### config.mk
export PLATFORM = sky130hd
export DESIGN_NAME = sorted_mark_set_core
export DESIGN_NICKNAME = d
export VERILOG_FILES = /design/src/design/sms_pkg.sv /design/src/design/sms_ram.sv /design/src/design/sms_ctrl.sv /design/src/design/sms_datapath.sv /design/src/design/sorted_mark_set_core.sv
export SDC_FILE = /design/constraint.sdc
export NUM_CORES = 1
export LEC_CHECK = 0
export BUFFER_PORTS_ARGS = -buffer_cell sky130_fd_sc_hd__buf_4
export CAP_MARGIN = 20
export CORE_MARGIN = 1.5
export CORE_UTILIZATION = 24
export CTS_CLUSTER_SIZE = 24
export DETAILED_ROUTE_END_ITERATION = 7
export GPL_TIMING_DRIVEN = 0
export PLACE_DENSITY = 0.43
export SYNTH_ARGS = -nofsm -noshare
export SYNTH_HDL_FRONTEND = slang
export SYNTH_HIERARCHICAL = 1
export SYNTH_SLANG_ARGS = --single-unit
### constraint.sdc
create_clock -name i_clk -period 5.4 [get_ports i_clk]
set_input_delay 1.08 -clock i_clk [delete_from_list [all_inputs] [get_ports i_clk]]
set_output_delay 1.08 -clock i_clk [all_outputs]
set_load 0.005 [all_outputs]
### src/design/sms_pkg.sv
// Shared types and constants for the sorted mark set core.
`default_nettype none

package sms_pkg;

    // Row width and default mark capacity
    localparam int ROW_BITS      = 16;
    localparam int MAX_MARKS_DEF = 64;

    // Configuration register indexes
    localparam int CFG_IDX_BITS  = 1;
    localparam logic [CFG_IDX_BITS-1:0] REG_START_ROW = 1'b0;
    localparam logic [CFG_IDX_BITS-1:0] REG_END_ROW   = 1'b1;

    // Register reset values
    localparam logic [ROW_BITS-1:0] START_ROW_RST = '0;
    localparam logic [ROW_BITS-1:0] END_ROW_RST   = '1;

    // Operation codes
    typedef enum logic [1:0] {
        MODE_TOGGLE = 2'd0,
        MODE_HAS    = 2'd1,
        MODE_NEXT   = 2'd2,
        MODE_PREV   = 2'd3
    } t_mode;

    // Controller to datapath commands
    typedef struct packed {
        logic load;
        logic scan;
        logic finish;
    } t_ctrl_cmd;

    // Datapath to controller status
    typedef struct packed {
        logic scan_done;
    } t_ctrl_status;

endpackage

`default_nettype wire

### src/design/sms_ram.sv
// Generic single-write, single-read RAM with registered read data.
`default_nettype none

module sms_ram #(
    parameter int WIDTH = 16,
    parameter int DEPTH = 64
) (
    input  wire logic                     i_clk,
    input  wire logic                     i_we,
    input  wire logic [$clog2(DEPTH)-1:0] i_waddr,
    input  wire logic [WIDTH-1:0]         i_wdata,
    input  wire logic [$clog2(DEPTH)-1:0] i_raddr,
    output      logic [WIDTH-1:0]         o_rdata
);

    logic [WIDTH-1:0] r_mem [DEPTH];
    logic [WIDTH-1:0] r_rdata;

    // Write port and registered read port
    always_ff @(posedge i_clk) begin
        if (i_we) begin
            r_mem[i_waddr] <= i_wdata;
        end
        r_rdata <= r_mem[i_raddr];
    end

    assign o_rdata = r_rdata;

endmodule

`default_nettype wire

### src/design/sms_ctrl.sv
// Controller state machine: accept, scan the store, finish the item.
`default_nettype none

module sms_ctrl (
    input  wire logic              i_clk,
    input  wire logic              i_rst_n,
    input  wire logic              i_start,
    output      logic              o_busy,
    output      sms_pkg::t_ctrl_cmd o_cmd,
    input  wire sms_pkg::t_ctrl_status i_status
);

    typedef enum logic [2:0] {
        S_IDLE   = 3'b001,
        S_SCAN   = 3'b010,
        S_FINISH = 3'b100
    } t_state;

    t_state r_state;
    t_state n_state;

    // Next state
    always_comb begin
        n_state = r_state;
        unique case (r_state)
            S_IDLE: begin
                if (i_start) begin
                    n_state = S_SCAN;
                end
            end
            S_SCAN: begin
                if (i_status.scan_done) begin
                    n_state = S_FINISH;
                end
            end
            S_FINISH: begin
                n_state = S_IDLE;
            end
            default: begin
                n_state = S_IDLE;
            end
        endcase
    end

    always_ff @(posedge i_clk) begin
        if (!i_rst_n) begin
            r_state <= S_IDLE;
        end else begin
            r_state <= n_state;
        end
    end

    // Commands to the datapath
    assign o_busy       = (r_state != S_IDLE);
    assign o_cmd.load   = (r_state == S_IDLE) && i_start;
    assign o_cmd.scan   = (r_state == S_SCAN);
    assign o_cmd.finish = (r_state == S_FINISH);

endmodule

`default_nettype wire

### src/design/sms_datapath.sv
// Datapath: mark store, linear scan with compare, update and result registers.
`default_nettype none

module sms_datapath #(
    parameter int MAX_MARKS = sms_pkg::MAX_MARKS_DEF
) (
    input  wire logic                              i_clk,
    input  wire logic                              i_rst_n,
    input  wire sms_pkg::t_ctrl_cmd                i_cmd,
    output      sms_pkg::t_ctrl_status             o_status,
    input  wire logic [1:0]                        i_mode,
    input  wire logic [sms_pkg::ROW_BITS-1:0]      i_row,
    input  wire logic                              i_cfg_we,
    input  wire logic [sms_pkg::CFG_IDX_BITS-1:0]  i_cfg_index,
    input  wire logic [sms_pkg::ROW_BITS-1:0]      i_cfg_data,
    output      logic                              o_strobe,
    output      logic                              o_is_marked,
    output      logic [sms_pkg::ROW_BITS-1:0]      o_mark_row,
    output      logic                              o_result_status
);

    localparam int AW = (MAX_MARKS > 1) ? $clog2(MAX_MARKS) : 1;
    localparam int CW = $clog2(MAX_MARKS + 1);
    localparam int RW = sms_pkg::ROW_BITS;

    // Configuration registers
    logic [RW-1:0] r_start_row;
    logic [RW-1:0] r_end_row;

    // Item and scan state
    sms_pkg::t_mode r_mode;
    logic [RW-1:0]  r_row;
    logic [CW-1:0]  r_count;
    logic [CW-1:0]  r_ptr;
    logic           r_rd_valid;
    logic [AW-1:0]  r_rd_idx;
    logic           r_found;
    logic [AW-1:0]  r_found_idx;
    logic           r_best_valid;
    logic [RW-1:0]  r_best;
    logic [RW-1:0]  r_last;

    // Result registers
    logic           r_strobe;
    logic           r_is_marked;
    logic [RW-1:0]  r_mark_row;
    logic           r_res_status;

    logic [RW-1:0]  rd_data;
    logic           issue;
    logic           hit_eq;
    logic           hit_gt;
    logic           hit_lt;
    logic           take_next;
    logic           take_prev;
    logic           is_last;
    logic           row_nz;
    logic           full;
    logic           is_toggle;
    logic           do_remove;
    logic           do_insert;
    logic           ram_we;
    logic [AW-1:0]  ram_waddr;
    logic [RW-1:0]  ram_wdata;
    logic [RW-1:0]  n_mark_row;

    // Store of marks; only the first r_count entries hold marks, in any order
    sms_ram #(
        .WIDTH (RW),
        .DEPTH (MAX_MARKS)
    ) u_store (
        .i_clk   (i_clk),
        .i_we    (ram_we),
        .i_waddr (ram_waddr),
        .i_wdata (ram_wdata),
        .i_raddr (r_ptr[AW-1:0]),
        .o_rdata (rd_data)
    );

    // Scan compares on the entry just read
    assign issue     = i_cmd.scan && (r_ptr < r_count);
    assign hit_eq    = (rd_data == r_row);
    assign hit_gt    = (rd_data > r_row);
    assign hit_lt    = (rd_data < r_row);
    assign take_next = (r_mode == sms_pkg::MODE_NEXT) && hit_gt
                       && (!r_best_valid || (rd_data < r_best));
    assign take_prev = (r_mode == sms_pkg::MODE_PREV) && hit_lt
                       && (!r_best_valid || (rd_data > r_best));
    assign is_last   = (CW'(r_rd_idx) == (r_count - CW'(1)));

    assign o_status.scan_done = (r_ptr >= r_count) && !r_rd_valid;

    // Toggle decision at the end of the scan
    assign row_nz    = (r_row != '0);
    assign full      = (r_count >= CW'(MAX_MARKS));
    assign is_toggle = (r_mode == sms_pkg::MODE_TOGGLE);
    assign do_remove = i_cmd.finish && is_toggle && row_nz && r_found;
    assign do_insert = i_cmd.finish && is_toggle && row_nz && !r_found && !full;

    // Removal moves the last mark into the freed slot; insertion appends
    assign ram_we    = do_remove || do_insert;
    assign ram_waddr = do_remove ? r_found_idx : r_count[AW-1:0];
    assign ram_wdata = do_remove ? r_last : r_row;

    // Mark row of the result
    always_comb begin
        unique case (r_mode)
            sms_pkg::MODE_NEXT: n_mark_row = r_best_valid ? r_best : r_end_row;
            sms_pkg::MODE_PREV: n_mark_row = r_best_valid ? r_best : r_start_row;
            default:            n_mark_row = '0;
        endcase
    end

    // Control registers
    always_ff @(posedge i_clk) begin
        if (!i_rst_n) begin
            r_start_row <= sms_pkg::START_ROW_RST;
            r_end_row   <= sms_pkg::END_ROW_RST;
            r_count     <= '0;
            r_ptr       <= '0;
            r_rd_valid  <= 1'b0;
            r_strobe    <= 1'b0;
        end else begin
            if (i_cfg_we) begin
                unique case (i_cfg_index)
                    sms_pkg::REG_START_ROW: r_start_row <= i_cfg_data;
                    sms_pkg::REG_END_ROW:   r_end_row   <= i_cfg_data;
                    default: ;
                endcase
            end
            if (i_cmd.load) begin
                r_ptr <= '0;
            end else if (issue) begin
                r_ptr <= r_ptr + CW'(1);
            end
            r_rd_valid <= issue;
            if (do_remove) begin
                r_count <= r_count - CW'(1);
            end else if (do_insert) begin
                r_count <= r_count + CW'(1);
            end
            r_strobe <= i_cmd.finish;
        end
    end

    // Item and scan payload
    always_ff @(posedge i_clk) begin
        r_rd_idx <= r_ptr[AW-1:0];
        if (i_cmd.load) begin
            r_mode       <= sms_pkg::t_mode'(i_mode);
            r_row        <= i_row;
            r_found      <= 1'b0;
            r_best_valid <= 1'b0;
        end else if (r_rd_valid) begin
            if (hit_eq) begin
                r_found     <= 1'b1;
                r_found_idx <= r_rd_idx;
            end
            if (take_next || take_prev) begin
                r_best_valid <= 1'b1;
                r_best       <= rd_data;
            end
            if (is_last) begin
                r_last <= rd_data;
            end
        end
    end

    // Result registers, loaded when the item finishes
    always_ff @(posedge i_clk) begin
        if (i_cmd.finish) begin
            r_is_marked  <= is_toggle ? (row_nz && !r_found && !full) : r_found;
            r_mark_row   <= n_mark_row;
            r_res_status <= is_toggle && row_nz && !r_found && full;
        end
    end

    assign o_strobe        = r_strobe;
    assign o_is_marked     = r_is_marked;
    assign o_mark_row      = r_mark_row;
    assign o_result_status = r_res_status;

    // The fill count never passes the capacity
    a_count_bound: assert property (@(posedge i_clk) disable iff (!i_rst_n)
        r_count <= CW'(MAX_MARKS))
        else $error("mark count above capacity");

    // An accepted insertion grows the set by one
    a_insert_count: assert property (@(posedge i_clk) disable iff (!i_rst_n)
        do_insert |=> (r_count == $past(r_count) + CW'(1)))
        else $error("insert did not grow the count");

    // An accepted removal shrinks the set by one
    a_remove_count: assert property (@(posedge i_clk) disable iff (!i_rst_n)
        do_remove |=> (r_count == $past(r_count) - CW'(1)))
        else $error("remove did not shrink the count");

    // A refused insertion never reports the row as marked
    a_full_unmarked: assert property (@(posedge i_clk) disable iff (!i_rst_n)
        (r_strobe && r_res_status) |-> !r_is_marked)
        else $error("refused insert reported as marked");

endmodule

`default_nettype wire

### src/design/sorted_mark_set_core.sv
// Sorted mark set core: toggle, membership, next and previous mark queries.
//
// Keeps up to MAX_MARKS nonzero row numbers. An item is taken when start is
// high and busy is low; its result appears on the o_ ports for one cycle with
// o_strobe high and must be taken then, as there is no back-pressure. Every
// item walks the stored marks through the store's single read port, one entry
// a cycle, so the scan sets the time per item. Busy stays high through the
// scan and finish states. The result strobe comes in the first cycle with
// busy low, and the next item may be taken at the end of that cycle. No
// clearing pass is needed after reset. The configuration port is always
// ready; write it only while the block is idle.
`default_nettype none

module sorted_mark_set_core #(
    parameter int MAX_MARKS = sms_pkg::MAX_MARKS_DEF
) (
    input  wire logic                              i_clk,
    input  wire logic                              i_rst_n,
    input  wire logic                              start,
    output      logic                              busy,
    input  wire logic [1:0]                        i_mode,
    input  wire logic [sms_pkg::ROW_BITS-1:0]      i_row,
    output      logic                              o_strobe,
    output      logic                              o_is_marked,
    output      logic [sms_pkg::ROW_BITS-1:0]      o_mark_row,
    output      logic                              o_status,
    input  wire logic                              i_cfg_valid,
    output      logic                              o_cfg_ready,
    input  wire logic [sms_pkg::CFG_IDX_BITS-1:0]  i_cfg_index,
    input  wire logic [sms_pkg::ROW_BITS-1:0]      i_cfg_data
);

    sms_pkg::t_ctrl_cmd    cmd;
    sms_pkg::t_ctrl_status status;

    assign o_cfg_ready = 1'b1;

    // Sequencer
    sms_ctrl u_ctrl (
        .i_clk    (i_clk),
        .i_rst_n  (i_rst_n),
        .i_start  (start),
        .o_busy   (busy),
        .o_cmd    (cmd),
        .i_status (status)
    );

    // Store, scan and results
    sms_datapath #(
        .MAX_MARKS (MAX_MARKS)
    ) u_datapath (
        .i_clk           (i_clk),
        .i_rst_n         (i_rst_n),
        .i_cmd           (cmd),
        .o_status        (status),
        .i_mode          (i_mode),
        .i_row           (i_row),
        .i_cfg_we        (i_cfg_valid && o_cfg_ready),
        .i_cfg_index     (i_cfg_index),
        .i_cfg_data      (i_cfg_data),
        .o_strobe        (o_strobe),
        .o_is_marked     (o_is_marked),
        .o_mark_row      (o_mark_row),
        .o_result_status (o_status)
    );

endmodule

`default_nettype wire
# Yosys cells after proc, flatten, opt, wreduce, memory -nomap -nowiden
# Memories as Yosys holds them, arrays and structs flattened. A register that Yosys moved wholly into a read port is not among the register bits.
# Cells that the tools add are included.
# W data, S select, Z words.
[op_classes] add_sub_neg=3 order_cmp=7 eq_ne=10 mux=13 bitwise_logic=3 n_reduce_logical=37
[ops] op="$mux W16" n=3
[ops] op="$gt A16 B16 Y1" n=2
[ops] op="$lt A16 B16 Y1" n=2
[ops] op="$pmux W16 S2" n=1
[ops] op="$logic_and A1 B1 Y1" n=17
[ops] op="$eq A16 B16 Y1" n=1
[ops] op="$reduce_bool A16 Y1" n=1
[ops] op="$add A7 B1 Y7 const B" n=2
[ops] op="$mux W7" n=2
[ops] op="$reduce_and A2 Y1" n=5
[ops] op="$reduce_and A3 Y1" n=3
[ops] op="$eq A6 B7 Y1" n=1
[ops] op="$ge A7 B7 Y1" n=1
[ops] op="$ge A7 B7 Y1 const B" n=1
[ops] op="$lt A7 B7 Y1" n=1
[ops] op="$sub A7 B1 Y7 const B" n=1
[ops] op="$mux W3" n=2
[ops] op="$mux W6" n=1
[ops] op="$pmux W3 S2" n=1
[ops] op="$eq A2 B2 Y1 const B" n=2
[ops] op="$logic_not A1 Y1" n=4
[ops] op="$logic_or A1 B1 Y1" n=4
[ops] op="$ne A2 B2 Y1 const B" n=2
[ops] op="$eq A3 B1 Y1 const B" n=1
[ops] op="8 further kinds" n=12
[word_totals] ff_bits=133 ram_bits=1024 in_bits=39 out_inout_bits=21 wordCells=92 mem_count=1
[memory_table] name="u_datapath.u_store.r_mem" depth=64 width=16 rd=1 rd_clocked_by_memory_dff=1 write_ports=1 line="sms_ram.sv:16" rtl="logic [WIDTH-1:0] r_mem [DEPTH];"

# Longest topological paths before layout
# Gate-level depths: netlist (run 1).
[logic_depth] depth_word=8 mapped_depth=10 depth_no_buf=9

# Hierarchy
# The synthesis (run 1) kept the hierarchy.
[modules_own_cells] mod="sms_ram" instances=1 cells_each=1829 area_per_inst_um2=40042.2 seq_area_each_um2=31069.8
[modules_own_cells] mod="sms_datapath" instances=1 cells_each=602 area_per_inst_um2=6327.3 seq_area_each_um2=3343.2
[modules_own_cells] mod="sms_ctrl" instances=1 cells_each=15 area_per_inst_um2=143.9 seq_area_each_um2=60.1
[modules_own_cells] mod="sorted_mark_set_core" instances=1 cells_each=2 area_per_inst_um2=11.3 seq_area_each_um2=0.0

# Worst setup path before layout (run 1)
# No wires, ideal clock.
[synth_timing] path_kind="flip-flop to flip-flop" start="reg u_ctrl.r_state[2]" end="mem u_datapath.u_store.r_mem[48][0] (enable)" setup_time_ns=0.409 t_arrival_ns=4.490 t_required_ns=4.991 slack_ns=0.501 stages_incl_launch_ff=11 path_buffers=3 period_less_slack_ns=4.899 cell_sequence="dfxtp_1 nor3b_1 and2_1 nand3_2 buf_4 buf_6 mux2_2 clkbuf_1 nor2b_1 nand4b_1 nor3_1"
[synth_rtl] item="from (decl)" line="sms_ctrl.sv:19" rtl="t_state r_state;"
[synth_rtl] item="from (signal assigned)" line="sms_ctrl.sv:49" rtl="r_state <= n_state;"
[synth_rtl] item="to (decl)" line="sms_ram.sv:16"

# Worst setup path after layout (run 1)
[layout_timing] start="reg u_datapath.r_row[8]" end="mem u_datapath.u_store.r_mem[7][12] (enable)"
[layout_between] word_cells_on_any_way=9 classes_between="3 x mux; 6 x reduce/logical"
[layout_rtl] item="from (decl)" line="sms_datapath.sv:32" rtl="logic [RW-1:0] r_row;"
[layout_rtl] item="from (signal assigned)" line="sms_datapath.sv:151" rtl="r_row <= i_row;"
[layout_rtl] item="$reduce_bool A16 Y1" line="sms_datapath.sv:94" rtl="assign row_nz = (r_row != '0);"
[layout_rtl] item="$logic_and A1 B1 Y1 (2 in series)" line="sms_datapath.sv:97" rtl="assign do_remove = i_cmd.finish && is_toggle && row_nz && r_found;"
[layout_rtl] item="$mux W6" line="sms_datapath.sv:102" rtl="assign ram_waddr = do_remove ? r_found_idx : r_count[AW-1:0];"
[layout_rtl] item="named net u_datapath.ram_waddr[1]" line="sms_datapath.sv:63" rtl="logic [AW-1:0] ram_waddr;"
# The timed path passes the listed nets, and every way through them passes these cells.

==> flow_summary_export.csv, run 1 <==
group,metric,value,unit
drt,drc,0,
clock_tree,cts_hold_buf,0,
placement,postPlaceCellArea,0.05199,mm2
timing,slew_headroom,27.66,%
drt,drt_first_pass_iters,7,
timing,period_share,88.40,%
clock_tree,worstSkewPairLatency,0.75,ns
timing,hold_viol_final,0,
floorplan,dieArea,0.1965,mm2
yosys,synth_xor_xnor_area_share,0.2447,%
hold_path,hold_end,"u_datapath/r_found_idx[4]",
drt,first_iter_violations,2328,
layout,layout-drive-gt1-share,26.67,%
critical_path,startpoint_type,"flip-flop",
clock_tree,cts-root-buf,"clkbuf_16",
layout,seq_area,0.03447,mm2
clock_tree,cts.sinks,1173,
critical_path,cp_max_fo,12,
critical_path,critical_path_required,5.86,ns
grt,grt_max_degree,65,
drt,wirelength,135.7,mm
layout,multi_input_area,0.01127,mm2
timing,drv_slew,0,
hold_path,min_path_cells,0,
layout,stdcell_area,0.05576,mm2
layout,fin_nets,2788,
timing,rsz0062_at_grt,"no",
critical_path,ff2ff_path_depth,9,
clock_tree,cts_buffer_depth,3,
yosys,synth_top_family_by_area,"multiplexers",
yosys,syn_nets,2530,
clock_tree,clk_pin_slew,0.06,ns
layout,area_growth,19.86,%
floorplan,start_util,24.16,%
floorplan,fp.dieW,443.3,um
power,total_leakage_power,0.01731,uW
floorplan,ios,60,
timing,fin_crit,4.774,ns
yosys,synthSimpleGateAreaFrac,4.685,%
yosys,ys_dominant_reg_cell,"edfxtp_1",
drt,highest_layer,"met4",
yosys,avgSynthCellArea,19.01,um2
outcome,status,"completed",
critical_path,cp.arrival,5.23,ns
yosys,yosys.area.top_type,"edfxtp_1",
yosys,synthMuxAreaShare,14.36,%
placement,io_buffers,58,
grt,grt_pass1_vias,24230,
floorplan,rows,161,
yosys,synth-seq-cells,1173,
yosys,ys_async_sr_fraction,0,%
placement,gp_congestion,0.8900,
timing,fmax,209.5,MHz
drt,wl_per_cell,25.40,um
grt,grt_pass1_wl,191.1,mm
flow_run,cap_violations,0,
yosys,yosysWarnings,6,
grt,antenna_found_initial,9,
timing,fin_worst_skew,0.03334,ns
layout,nFillCells,19040,
critical_path,worstReg2RegStart,"u_datapath/r_row[8]",
drt,num_vias,24000,
yosys,synth_cell_types,70,
clock_tree,cts_max_level,3,
hold_path,hold_path_class,"flip-flop to flip-flop",
yosys,netlist.area_leader.share,70.87,%
yosys,synth_cells,2448,
hold_path,hold_start,"u_datapath/r_rd_idx[4]",
drt,drt-met1-wl,63.25,mm
floorplan,coreArea,0.1926,mm2
yosys,synth_common_cells,"edfxtp_1 (1098), mux4_2 (220), nand2_1 (167)",
timing,setup_viol,0,
yosys,yosys-top-cells-area,"edfxtp_1 (71%), mux4_2 (11%), dfxtp_1 (3.2%)",
yosys,synth-compound-area-share,3.251,%
layout,fin_util,28.96,%
clock_tree,tritoncts,"done",
power,power_density,330.1,mW/mm2
critical_path,worst-setup-path-type,"flip-flop to flip-flop",
critical_path,reg2reg_to,"u_datapath/u_store/r_mem[7][12]",
drt,met3_length,6.838,mm
yosys,synth-edff-count,1098,
yosys,yosysMostFrequentCell,"edfxtp_1",
floorplan,die_h,443.3,um
drt,wl_met2,62.47,mm
grt,grt_overflow,0,
critical_path,reg2reg_slack,0.63,ns
clock_tree,ctsResizeCount,0,
yosys,synth_fa_ha_area_share,1.156,%
clock_tree,cts_buffers,118,
power,ir_worst_vdd,0.0002703,V
yosys,yosysSeqAreaShare,74.10,%
grt,track_usage,13.62,%
placement,hpwl,91.83,mm
drt,vias_per_cell,4.491,
yosys,syn_area,0.04652,mm2
clock_tree,cts_setup_buffers,0,
timing,worst_pin_slew,1.082,ns
drt,postRouteAntennaNets,0,
critical_path,critPathCaptureType,"flip-flop",
-- critical path, stage by stage, from the launching register on --
cell and delay [ns]:
edfxtp_1 0.46, nor4_1 0.54, nand4_1 0.41, nand3_2 0.21, buf_4 0.23, mux2_2 0.25
clkbuf_1 0.38, nand4_1 0.94, nor2_2 0.81, buf_16 0.23
-- cell usage in the layout (no fill, tap or decap), types with 39 or more instances in the layout --
cell       instances
a22oi_1           40
buf_4             75
buf_8             39
clkbuf_1          64
clkbuf_16        121
dfxtp_1           75
edfxtp_1        1098
ha_1              43
inv_1             41
mux2i_1          107
mux4_2           220
nand2_1          167
nand3_1           50
nor2_2            65
nor2b_1           39
-- metrics by stage --
| step | total power (uW) | setup TNS, ns | hold slack (ns) | worst slack, ns | std cells |
|---|---|---|---|---|---|
| 3_5_place_dp | 10580 | 0 | 0.4423 | 0.6324 | 5112 |
| 5_1_grt | 19010 | 0 | 0.4613 | 0.3683 | 5334 |
| 3_3_place_gp | 10550 | -1400.41 | 0.4386 | -2.071 | 5032 |
| 4_1_cts | 18650 | 0 | 0.4567 | 0.6031 | 5334 |
| 2_1_floorplan | 10340 | 0 | 0.4040 | 0.5009 | 2448 |
| 6_report | 18410 | 0 | 0.4567 | 0.6264 | 5344 |
-- layout make-up --
type	instances	share of cell area, %
timing repair buffer	138	3.707
tap	2526	5.668
clock buffer	143	5.578
sequential	1173	61.82
antenna	10	0.04488
multi-input combinational	1102	20.21
buffer	131	1.548
clock inverter	79	1.144
inverter	42	0.2827
-- where the power goes --
group,internal (uW),leakage [uW],switching (uW)
clock,4440,0.00184,3590
sequential,9980,0.0105,19.9
combinational,96.1,0.00498,274
total,14500,0.0173,3890
-- state kept, by name (all words and copies together) (netlist names), 2 cells and up --
name,count
u_datapath/r_row,16
u_datapath/r_end_row,16
u_datapath/r_start_row,16
u_ctrl/r_state,3
u_datapath/r_ptr,7
u_datapath/r_best,16
u_datapath/u_store/o_rdata,16
u_datapath/r_found_idx,6
u_datapath/r_mode,2
u_datapath/r_last,16
u_datapath/u_store/r_mem,1024
u_datapath/r_count,7
u_datapath/r_rd_idx,6
u_datapath/o_mark_row,16
-- logic make-up after synthesis --
family / count (synthesis)
DFF: 1173
and+or+nand+nor: 448
muxes: 380
AOI/OAI and AO/OA: 217
buffers and inverters: 173
adders and majority gates: 43
xor gates and xnor gates: 13
other: 1
-- worst max-delay path by stage --
stage                                    from                                to  slack, ns  cells past startpoint
after floorplan             u_ctrl/r_state[2]   u_datapath/u_store/r_mem[48][0]       0.50                     10
after global placement      u_ctrl/r_state[2]  u_datapath/u_store/r_mem[48][11]      -2.07                      9
final                     u_datapath/r_row[8]   u_datapath/u_store/r_mem[7][12]       0.63                      9
after CTS                 u_datapath/r_row[9]   u_datapath/u_store/r_mem[7][12]       0.60                      9
after detailed placement  u_datapath/r_row[9]    u_datapath/u_store/r_mem[7][5]       0.63                      9
after global routing      u_datapath/r_row[9]    u_datapath/u_store/r_mem[7][5]       0.37                      9
-- metal layers --
layer / track usage [%] / vias up
met5: 0 / -
met1: 19.46 / 12760
met3: 2.288 / 173
li1: - / 10430
met2: 21.40 / 638
met4: 3.464 / 0
No activity file was read; power rests on OpenSTA's default activity.
==> run 2: changes to the inputs <==
--- a/config.mk
+++ b/config.mk
@@ -6,13 +6,12 @@
 export NUM_CORES = 1
 export LEC_CHECK = 0
 export BUFFER_PORTS_ARGS = -buffer_cell sky130_fd_sc_hd__buf_4
-export CAP_MARGIN = 20
 export CORE_MARGIN = 1.5
-export CORE_UTILIZATION = 24
+export CORE_UTILIZATION = 55
 export CTS_CLUSTER_SIZE = 24
 export DETAILED_ROUTE_END_ITERATION = 7
 export GPL_TIMING_DRIVEN = 0
-export PLACE_DENSITY = 0.43
+export PLACE_DENSITY = 0.77
 export SYNTH_ARGS = -nofsm -noshare
 export SYNTH_HDL_FRONTEND = slang
 export SYNTH_HIERARCHICAL = 1
==> run 2 against run 1 <==
The run now ends with design-rule violations left. Non-clock buffer count fell by 50. First-iteration DRC count rose by 33%. Clock skew rose by 0.0050 ns. Critical path depth fell by 1. Sequential share of layout area rose by 3.8 points. Combinational power fell by 15%. Fmax fell by 8.0%. Power fell by 2.7%. Worst setup slack got worse by 0.41 ns. Worst hold slack got worse by 0.020 ns. Critical path type unchanged.
==> flow_summary_export.csv, run 2 (synthesized netlist as in run 1, its figures left out) <==
group,metric,value,unit
critical_path,cp.arrival,5.48,ns
flow_run,cap_violations,0,
clock_tree,cts_setup_buffers,0,
power,p_seq_share,55.9,%
outcome,violations,"design-rule violations",
grt,grt_pass1_vias,24810,
clock_tree,ctsResizeCount,0,
clock_tree,worstSkewPairLatency,0.68,ns
clock_tree,cts_buffers,108,
power,total_leakage_power,0.01663,uW
placement,hpwl,72.84,mm
grt,grt_pass1_wl,165.7,mm
timing,worst_pin_slew,1.410,ns
grt,track_usage,26.71,%
layout,regMostFlops,"u_datapath/u_store/r_mem",
floorplan,dieArea,0.08634,mm2
power,p_comb_share,1.8,%
power,clockPowerShare,42.3,%
grt,antenna_found_initial,7,
critical_path,ff2ff_path_depth,8,
critical_path,worst-setup-path-type,"flip-flop to flip-flop",
critical_path,path_delay_family,"simple AND/OR/NAND/NOR gates",
drt,drc,49,
critical_path,critical_path_required,5.69,ns
drt,first_iter_violations,3107,
timing,fin_worst_skew,0.03837,ns
clock_tree,cts_hold_buf,0,
layout,seq_area,0.03447,mm2
layout,final_cell_mix,"edfxtp_1 (1098), mux4_2 (220), nand2_1 (167)",
critical_path,cp.depth,8,
clock_tree,cts_buffer_depth,3,
critical_path,setup.worst_path.start,"u_datapath/r_row[8]",
layout,fin_nets,2728,
timing,slew_headroom,6.030,%
layout,layout-drive-gt1-share,25.13,%
outcome,status,"finished with violations",
placement,io_buffers,58,
layout,fin_util,62.79,%
floorplan,fp.dieW,293.8,um
layout,largest_reg_flops,1024,
critical_path,endpoint,"u_datapath/u_store/r_mem[15][14]",
clock_tree,cts.sinks,1173,
clock_tree,cts_max_level,3,
floorplan,rows,106,
drt,postRouteAntennaNets,0,
layout,final_common_cell,"edfxtp_1",
floorplan,die_h,293.8,um
critical_path,slowest_delay,1.24,ns
drt,vias_per_cell,6.466,
timing,fin_crit,5.187,ns
timing,rsz0062_at_grt,"no",
critical_path,reg2reg_to,"u_datapath/u_store/r_mem[15][14]",
timing,hold_slack,0.4371,ns
grt,grt_max_degree,65,
clock_tree,cts-root-buf,"clkbuf_16",
drt,drt_first_pass_iters,8,
drt,wirelength,113.9,mm
drt,wl_per_cell,29.45,um
drt,num_vias,25010,
critical_path,cp_max_fo,16,
timing,drv_slew,0,
critical_path,startpoint_type,"flip-flop",
layout,multi_input_area,0.01124,mm2
clock_tree,tritoncts,"done",
timing,hold_viol_final,0,
floorplan,coreArea,0.08369,mm2
critical_path,cpMostUsedCell,"nand4_1",
critical_path,reg2reg_slack,0.21,ns
timing,setup_viol,0,
layout,nFillCells,5556,
critical_path,critPathCaptureType,"flip-flop",
placement,gp_congestion,0.9243,
critical_path,worstReg2RegStart,"u_datapath/r_row[8]",
critical_path,cp_num_buf_inv,2,
power,ir_worst_vdd,0.0003533,V
timing,period_share,96.06,%
critical_path,slowest_stage,"nor2_2",
floorplan,ios,60,
power,p_switching,3545,uW
timing,fmax,192.8,MHz
layout,area_growth,12.94,%
floorplan,start_util,55.59,%
clock_tree,clk_pin_slew,0.06,ns
power,power_density,340.7,mW/mm2
critical_path,crit_chain,"nor4_1, nand4_1, nand3_2, buf_4, mux2_2, clkbuf_1, nand4_1, nor2_2",
hold_path,hold_path_class,"flip-flop to flip-flop",
power,p_int,14350,uW
power,switching_share,19.80,%
grt,grt_overflow,0,
timing,fin_setup_tns,0,ns
## run 2: changes by cell type in the layout (fill, tap and decap cells not counted), moves of 4 or more
cell / before / now
clkinv_2: 28 / 20
buf_8: 39 / 25
clkbuf_1: 64 / 53
diode_2: 10 / 4
clkinvlp_4: 4 / 8
clkinv_1: 29 / 23
clkbuf_8: 0 / 4
mux2_2: 34 / 40
buf_16: 36 / 0
clkbuf_16: 121 / 110
mux2_4: 15 / 9
bufinv_16: 7 / 11
## run 2: how the worst min path moves through the flow
stage | from | endpoint | slack [ns] | cells after the start
2_1_floorplan | u_datapath/r_ptr[5] | u_datapath/r_rd_idx[5] | 0.40 | 0
3_3_place_gp | u_datapath/r_rd_idx[3] | u_datapath/r_found_idx[3] | 0.44 | 0
3_5_place_dp | u_datapath/r_rd_idx[4] | u_datapath/r_found_idx[4] | 0.44 | 0
4_1_cts | u_datapath/r_rd_idx[3] | u_datapath/r_found_idx[3] | 0.44 | 0
5_1_grt | u_datapath/r_rd_idx[3] | u_datapath/r_found_idx[3] | 0.44 | 0
6_report | u_datapath/r_rd_idx[3] | u_datapath/r_found_idx[3] | 0.44 | 0
## run 2: power by group through the flow
stage / clock (uW) / combinational [uW] / sequential, uW
global placement: 0 / 290 / 10200
CTS: 7670 / 315 / 10000
floorplan: 0 / 157 / 10200
detailed placement: 0 / 313 / 10200
finish: 7580 / 317 / 10000
global route: 8000 / 346 / 10000
## run 2: layout make-up
type / count / share of cell area, %
diodes: 4 / 0.01905
plain buffers: 131 / 1.643
clock buffers: 125 / 5.422
clock inverters: 69 / 1.283
inverters: 42 / 0.3000
multi-input cells: 1102 / 21.39
flip-flops and latches: 1173 / 65.60
well taps: 1134 / 2.700
repair buffers: 88 / 1.638
## run 2: routing by layer
metal / share of wire [%] / track usage [%] / up-vias
li1: - / - / 10260
met1: 37 / 35.27 / 12950
met2: 48 / 43.32 / 1486
met3: 9.5 / 5.302 / 307
met4: 5.0 / 12.13 / 10
met5: 0.063 / 0 / -
## run 2: through the flow
stage	power (uW)	instance area [um2]	setup WS [ns]	cells
floorplan	10340	46520	0.5009	2448
global placement	10490	48380	-1.126	3640
detailed placement	10520	48960	0.5270	3669
CTS	18000	52480	0.4624	3863
global route	18350	52540	0.2120	3864
finish	17900	52550	0.2128	3868
